File: src/design/cwvr_pkg.sv
// Package for the coordinated wheel velocity ramp core.
// Holds the sequencer state type and the shared field widths; no dependencies.
package cwvr_pkg;

    localparam int unsigned VEL_W   = 16;
    localparam int unsigned DT_W    = 20;
    localparam int unsigned ACCEL_W = 23;
    localparam int unsigned MASK_W  = 3;
    localparam int unsigned WHEELS  = 3;

    // Register indexes on the configuration port.
    localparam logic REG_ACCEL_RATE  = 1'b0;
    localparam logic REG_INVERT_MASK = 1'b1;

    typedef enum logic [2:0] {
        S_IDLE,
        S_LIMIT,
        S_CMP,
        S_MUL,
        S_DIV,
        S_UPD,
        S_DONE
    } t_state;

endpackage

File: src/design/coordinated_wheel_velocity_ramp_core.sv
// Top level of the coordinated wheel velocity ramp core.
// Depends on cwvr_pkg; the whole datapath lives in this one module.
//
// Usage:
//   Input words arrive on s_axis: three target velocities (Q5.10) and the period
//   length in microseconds. Each word yields exactly one output word on m_axis:
//   the three new wheel velocities after the ramp and the invert bits, with
//   tuser flagging that the acceleration limit scaled the step down.
//   accel_rate and invert_mask are written on the cfg port while the core idles.
//   A scaled word runs S_LIMIT, S_CMP, then S_MUL, S_DIV and S_UPD per wheel and
//   S_DONE; when every wheel jumps to its target, S_CMP goes straight to S_DONE.
//   One shared multiplier forms the period limit and then each wheel's product,
//   and one restoring divider step takes one quotient bit per cycle, so the three
//   wheel divisions take most of a scaled word's time. s_axis_tready is high only
//   between words, so the core takes no new word until the last one is finished.
//   The finished word sits in an output register; the core accepts the next
//   input while it waits, and holds the following result until it is taken.
//   A synchronous active-low reset zeroes the stored velocities and both
//   registers and drops m_axis_tvalid.
module coordinated_wheel_velocity_ramp_core
    import cwvr_pkg::*;
(
    input  logic                 i_clk,
    input  logic                 i_rst_n,
    input  logic                 i_cfg_we,
    input  logic                 i_cfg_index,
    input  logic [ACCEL_W-1:0]   i_cfg_wdata,
    input  logic                 s_axis_tvalid,
    output logic                 s_axis_tready,
    // target_front[15:0], target_left[31:16], target_right[47:32], dt_us[67:48]
    input  logic [71:0]          s_axis_tdata,
    output logic                 m_axis_tvalid,
    input  logic                 m_axis_tready,
    // drive_front[15:0], drive_left[31:16], drive_right[47:32]
    output logic [47:0]          m_axis_tdata,
    // limited[0]
    output logic                 m_axis_tuser
);

    t_state r_state, n_state;

    logic [ACCEL_W-1:0]       r_accel;
    logic [MASK_W-1:0]        r_invert;
    logic signed [VEL_W-1:0]  r_vel  [WHEELS];
    logic signed [VEL_W-1:0]  r_tgt  [WHEELS];
    logic signed [VEL_W:0]    r_diff [WHEELS];
    logic [DT_W-1:0]          r_dt;
    logic [VEL_W-1:0]         r_maxd;
    logic [VEL_W-1:0]         r_limit;
    logic [DT_W+ACCEL_W-1:0]  r_prod;
    logic                     r_scaled;
    logic [1:0]               r_wheel;
    logic [3:0]               r_cnt;
    logic [47:0]              r_out_data;
    logic                     r_out_lim;
    logic                     r_out_valid;

    logic                     in_fire;
    logic                     out_free;
    logic [DT_W-1:0]          mul_a;
    logic [ACCEL_W-1:0]       mul_b;
    logic [DT_W+ACCEL_W-1:0]  mul_p;
    logic [VEL_W-1:0]         mag [WHEELS];
    logic [VEL_W-1:0]         max01;
    logic [VEL_W-1:0]         max012;
    logic [ACCEL_W-1:0]       limit_full;
    logic                     over_limit;
    logic [VEL_W:0]           div_shift;
    logic [VEL_W:0]           div_trial;
    logic                     div_ge;
    logic signed [VEL_W-1:0]  step;

    function automatic logic [VEL_W-1:0] f_abs(input logic signed [VEL_W:0] d);
        logic signed [VEL_W:0] n;
        n = -d;
        return d[VEL_W] ? n[VEL_W-1:0] : d[VEL_W-1:0];
    endfunction

    // Negation on the output saturates the most negative velocity.
    function automatic logic [VEL_W-1:0] f_out(input logic signed [VEL_W-1:0] v,
                                               input logic inv);
        logic signed [VEL_W-1:0] n;
        n = -v;
        if (!inv) begin
            return v;
        end else if (v == {1'b1, {(VEL_W-1){1'b0}}}) begin
            return {1'b0, {(VEL_W-1){1'b1}}};
        end else begin
            return n;
        end
    endfunction

    assign s_axis_tready = (r_state == S_IDLE);
    assign in_fire       = s_axis_tvalid && s_axis_tready;
    assign out_free      = !r_out_valid || m_axis_tready;
    assign m_axis_tvalid = r_out_valid;
    assign m_axis_tdata  = r_out_data;
    assign m_axis_tuser  = r_out_lim;

    always_comb begin
        for (int i = 0; i < WHEELS; i++) begin
            mag[i] = f_abs(r_diff[i]);
        end
        max01  = (mag[1] > mag[0]) ? mag[1] : mag[0];
        max012 = (mag[2] > max01) ? mag[2] : max01;
    end

    // The one multiplier: period limit first, then one wheel product at a time.
    always_comb begin
        if (r_state == S_LIMIT) begin
            mul_a = r_dt;
            mul_b = r_accel;
        end else begin
            mul_a = {{(DT_W-VEL_W){1'b0}}, mag[r_wheel]};
            mul_b = {{(ACCEL_W-VEL_W){1'b0}}, r_limit};
        end
        mul_p = (DT_W+ACCEL_W)'(mul_a) * (DT_W+ACCEL_W)'(mul_b);
    end

    assign limit_full = r_prod[DT_W+ACCEL_W-1:20];
    assign over_limit = {{(ACCEL_W-VEL_W){1'b0}}, r_maxd} > limit_full;

    // Restoring divider step: remainder in r_prod[31:16], quotient shifts in below.
    assign div_shift = {r_prod[2*VEL_W-1:VEL_W], r_prod[VEL_W-1]};
    assign div_trial = div_shift - {1'b0, r_maxd};
    assign div_ge    = (div_shift >= {1'b0, r_maxd});

    always_comb begin
        step = r_prod[VEL_W-1:0];
        if (r_diff[r_wheel][VEL_W]) begin
            step = -r_prod[VEL_W-1:0];
        end
    end

    always_ff @(posedge i_clk) begin
        if (!i_rst_n) begin
            r_state <= S_IDLE;
        end else begin
            r_state <= n_state;
        end
    end

    always_comb begin
        n_state = r_state;
        unique case (r_state)
            S_IDLE: begin
                if (in_fire) n_state = S_LIMIT;
            end
            S_LIMIT: n_state = S_CMP;
            S_CMP: begin
                n_state = over_limit ? S_MUL : S_DONE;
            end
            S_MUL: n_state = S_DIV;
            S_DIV: begin
                if (r_cnt == 4'hF) n_state = S_UPD;
            end
            S_UPD: begin
                n_state = (r_wheel == 2'(WHEELS-1)) ? S_DONE : S_MUL;
            end
            S_DONE: begin
                if (out_free) n_state = S_IDLE;
            end
            default: n_state = S_IDLE;
        endcase
    end

    always_ff @(posedge i_clk) begin
        if (!i_rst_n) begin
            r_accel  <= '0;
            r_invert <= '0;
        end else if (i_cfg_we) begin
            unique case (i_cfg_index)
                REG_ACCEL_RATE:  r_accel  <= i_cfg_wdata;
                REG_INVERT_MASK: r_invert <= i_cfg_wdata[MASK_W-1:0];
                default: ;
            endcase
        end
    end

    always_ff @(posedge i_clk) begin
        if (!i_rst_n) begin
            for (int i = 0; i < WHEELS; i++) begin
                r_vel[i] <= '0;
            end
            r_out_valid <= 1'b0;
            r_wheel     <= '0;
            r_cnt       <= '0;
            r_scaled    <= 1'b0;
        end else begin
            // A word loaded in S_DONE replaces the one leaving in the same cycle.
            if (r_out_valid && m_axis_tready && r_state != S_DONE) begin
                r_out_valid <= 1'b0;
            end
            case (r_state)
                S_IDLE: begin
                    if (in_fire) begin
                        r_tgt[0] <= s_axis_tdata[15:0];
                        r_tgt[1] <= s_axis_tdata[31:16];
                        r_tgt[2] <= s_axis_tdata[47:32];
                        r_dt     <= s_axis_tdata[67:48];
                        r_diff[0] <= {s_axis_tdata[15], s_axis_tdata[15:0]}
                                     - {r_vel[0][VEL_W-1], r_vel[0]};
                        r_diff[1] <= {s_axis_tdata[31], s_axis_tdata[31:16]}
                                     - {r_vel[1][VEL_W-1], r_vel[1]};
                        r_diff[2] <= {s_axis_tdata[47], s_axis_tdata[47:32]}
                                     - {r_vel[2][VEL_W-1], r_vel[2]};
                    end
                end
                S_LIMIT: begin
                    r_prod <= mul_p;
                    r_maxd <= max012;
                end
                S_CMP: begin
                    r_scaled <= over_limit;
                    r_limit  <= limit_full[VEL_W-1:0];
                    r_wheel  <= '0;
                    if (!over_limit) begin
                        for (int i = 0; i < WHEELS; i++) begin
                            r_vel[i] <= r_tgt[i];
                        end
                    end
                end
                S_MUL: begin
                    r_prod <= mul_p;
                    r_cnt  <= '0;
                end
                S_DIV: begin
                    r_cnt  <= r_cnt + 4'd1;
                    r_prod <= {{(DT_W+ACCEL_W-2*VEL_W){1'b0}},
                               div_ge ? div_trial[VEL_W-1:0] : div_shift[VEL_W-1:0],
                               r_prod[VEL_W-2:0], div_ge};
                end
                S_UPD: begin
                    r_vel[r_wheel] <= r_vel[r_wheel] + step;
                    r_wheel        <= r_wheel + 2'd1;
                end
                S_DONE: begin
                    if (out_free) begin
                        r_out_valid <= 1'b1;
                        r_out_data  <= {f_out(r_vel[2], r_invert[2]),
                                        f_out(r_vel[1], r_invert[1]),
                                        f_out(r_vel[0], r_invert[0])};
                        r_out_lim   <= r_scaled;
                    end
                end
                default: ;
            endcase
        end
    end

endmodule

File: config.mk
export PLATFORM = sky130hd
export DESIGN_NAME = coordinated_wheel_velocity_ramp_core
export DESIGN_NICKNAME = d
export VERILOG_FILES = /design/src/design/cwvr_pkg.sv /design/src/design/coordinated_wheel_velocity_ramp_core.sv
export SDC_FILE = /design/constraint.sdc
export NUM_CORES = 2
export LEC_CHECK = 0
export ABC_CLOCK_PERIOD_IN_PS = 22900
export BUFFER_PORTS_ARGS = -buffer_cell sky130_fd_sc_hd__buf_2
export CAP_MARGIN = 5
export CORE_MARGIN = 4
export CORE_UTILIZATION = 40
export DETAILED_ROUTE_END_ITERATION = 12
export PLACE_DENSITY = 0.68
export SLEW_MARGIN = 20
export SYNTH_ARGS = -nofsm -noshare
export SYNTH_HDL_FRONTEND = slang
export SYNTH_SLANG_ARGS = --single-unit
File: constraint.sdc
create_clock -name i_clk -period 22.9 [get_ports i_clk]
set_clock_uncertainty 0.1 [all_clocks]
set_input_delay 0 -clock i_clk [delete_from_list [all_inputs] [get_ports i_clk]]
set_output_delay 0 -clock i_clk [all_outputs]
set_load 0.02 [all_outputs]
==> impl_metrics.yaml <==
run_status:
  status: "finished, final reports clean"
clock_tree:
  cts.sinks: 346
  cts_buffers: 38
  clk_pin_slew_ns: 0.06
  ctsHtreeMaxLevel: 2
  cts_tree: "built"
  clk_latency_ns: 0.60
  ctsResizeCount: 0
  post_cts_buffers: 0
  cts_root_buf: "clkbuf_16"
  clock_path_buffers: 3
timing:
  fmax_ghz: 0.0965
  period_needed_ns: 10.36
  max_slew.worst_pin.slew_ns: 1.10
  report.final.slew_viol_count: 0
  final.setup.tns_ns: 0
  rsz0062_at_grt: "no"
  period_share_pct: 45.2
  hold_viol: 0
  slew_headroom_pct: 26.6
  setup_violations: 0
  fin_hold_ws_ns: 0.0254
detailed_routing:
  first_pass_iters: 6
  wl_um: 105000
  drc: 0
  vias: 28100
  wl_per_cell_um: 20.4
  drtIter0Drc: 2563
  viasPerCell: 5.48
  ant_nets: 0
critical_path:
  cp.required_ns: 23.11
  criticalPathCategory: "flip-flop to flip-flop"
  start_kind: "flip-flop"
  rrSetupSlack_ns: 12.54
  slowest_stage: "nor2_1"
  rr_endpoint: "r_prod[42]$_SDFFCE_PP0P_"
  cpMostUsedCell: "fa_1"
  crit_fanout: 12
  endpoint_kind: "flip-flop"
  worst_ep_arrival_time_ns: 10.57
  r2r_start: "r_diff[2][3]$_DFFE_PP_"
  worstRegToRegCells: 29
  max_stage_delay_ns: 0.87
finish:
  design_area_um2: 40000
  mostFrequentLayoutCells: "596 x inv_1, 534 x nand2_1, 379 x fa_1, 307 x edfxtp_1, 292 x ha_1"
  final_common_cell: "inv_1"
  area_delta_synth_final_pct: 13.0
  final_core_util_pct: 45.8
  fin_nets: 4715
  drive_above_1_share_pct: 7.65
yosys:
  synth_nets: 4493
  synth_edf_count: 307
  synth_area_um2: 35400
  netlist_instances: 3721
  synth_cell_types: 73
  async_reset_ff_share_pct: 0
  syn_area_per_cell_um2: 9.51
  synth_largest_area_cell: "edfxtp_1"
  ys_seq_area_share_pct: 28.3
  yosys-top-cells-area: "edfxtp_1 26%, fa_1 21%, ha_1 10%"
  synth-seq-cells: 346
  synth_top_area_share_pct: 26.1
  yosysWarningCount: 0
  synth_ff_type: "edfxtp_1"
floorplanning:
  core-area_um2: 87300
  dieHeight_um: 305
  die-area_um2: 93200
  ios: 152
  rows: 108
  initial_core_util_pct: 40.5
  die_w_um: 305
min_path:
  hp-class: "primary input to flip-flop"
  holdPathEnd: "r_dt[10]$_DFFE_PP_"
  min_from: "s_axis_tdata[58]"
  hold_depth: 2
global_routing:
  grt_max_degree: 84
  antenna_found_initial: 5
  grt_pass1_wl_um: 162000
  grt-ovfl-total: 0
  grt_pass1_vias: 28000
  grt.total_usage_pct: 22.1
job:
  maxCapViolCount: 0
placed_design:
  io_buffers: 147
  place_hpwl_um: 81300
  place_area_um2: 37400
  place_congestion: 0.922
-- how the worst max path moves through the flow --
stage | from | to | slack (ns) | cells after the start
2_1_floorplan | r_diff[2][3]$_DFFE_PP_ | r_prod[37]$_SDFFCE_PP0P_ | 14.16 | 31
3_3_place_gp | r_diff[2][3]$_DFFE_PP_ | r_prod[42]$_SDFFCE_PP0P_ | 12.72 | 29
3_5_place_dp | r_diff[2][3]$_DFFE_PP_ | r_prod[42]$_SDFFCE_PP0P_ | 12.69 | 29
4_1_cts | r_diff[2][3]$_DFFE_PP_ | r_prod[42]$_SDFFCE_PP0P_ | 12.58 | 29
5_1_grt | r_diff[2][3]$_DFFE_PP_ | r_prod[38]$_SDFFCE_PP0P_ | 12.14 | 29
6_report | r_diff[2][3]$_DFFE_PP_ | r_prod[42]$_SDFFCE_PP0P_ | 12.54 | 29
-- worst max-delay path: cells and delay by family (launching register included) --
family / cells / cell delay (ns)
buffers and inverters: 3 / 0.18
flip-flops: 1 / 0.46
AO/OA/AOI/OAI: 9 / 2.02
adder cells (fa/ha/maj): 8 / 3.98
AND/OR/NAND/NOR: 7 / 2.92
XOR/XNOR: 2 / 0.40
-- cell families (layout without fill, tap and decap cells) --
group	after synthesis	in the layout	share of synthesized area, %
mux	68	68	2.50
buf+inv	729	981	7.80
flops	346	346	28.3
xor+xnor	170	170	4.21
compound gates	607	607	11.2
fa+ha+maj	671	671	31.8
simple gates	1130	1130	14.3
other cells	0	4	0
-- Yosys cell counts (17+ instances only) --
cell type / n
inv_1: 596
a31oi_1: 17
nor2b_1: 25
xnor2_1: 126
nand4_1: 17
and2_1: 23
clkbuf_1: 111
o21a_1: 27
nor3_1: 47
ha_1: 292
o31ai_1: 30
or3_1: 26
a21oi_1: 173
dfxtp_1: 39
a21o_1: 49
nor2_1: 247
nand2b_1: 29
and3_1: 74
fa_1: 379
nand3_1: 52
a22o_1: 48
edfxtp_1: 307
o21ai_0: 122
xor2_1: 44
mux2i_1: 48
nand2_1: 534
o211ai_1: 20
-- flip-flops by register name (all words and copies together) (netlist names), 3 cells and up, named ones only --
register / count
r_tgt: 48
m_axis_tdata: 48
r_dt: 20
r_state: 3
r_cnt: 4
r_invert: 3
r_maxd: 16
r_vel: 64
r_limit: 16
r_accel: 23
r_diff: 51
r_prod: 43
-- final cells by class --
type	instances	area, um2
fill	8184	47300
multi-input combinational	2646	22700
sequential	346	10000
timing repair buffer	314	2330
inverter	597	2240
tap	1155	1450
clock buffer	46	1000
clock inverter	24	292
antenna	4	10.0
-- metrics by stage --
stage               setup slack (ns)  cells
floorplan                      14.16   3721
global placement               12.72   4932
detailed placement             12.69   4932
CTS                            12.58   5126
global route                   12.14   5132
finish                         12.54   5132
-- metal layers --
layer	share of wire (%)	global-route usage [%]	wire, um
met5	0	0	0
met4	5.2	9.93	5470
met3	7.8	3.67	8130
met2	48	37.9	50500
met1	39	27.6	40600
-- timing repair --
item                                    in CTS  in global routing
hold buffers                               124                  0
endpoints found under the setup margin       0                  0
endpoints found under the hold margin      171                  0
Power is not shown: default switching activity piles up to over one toggle a cycle in this logic, so the estimate is an artifact.
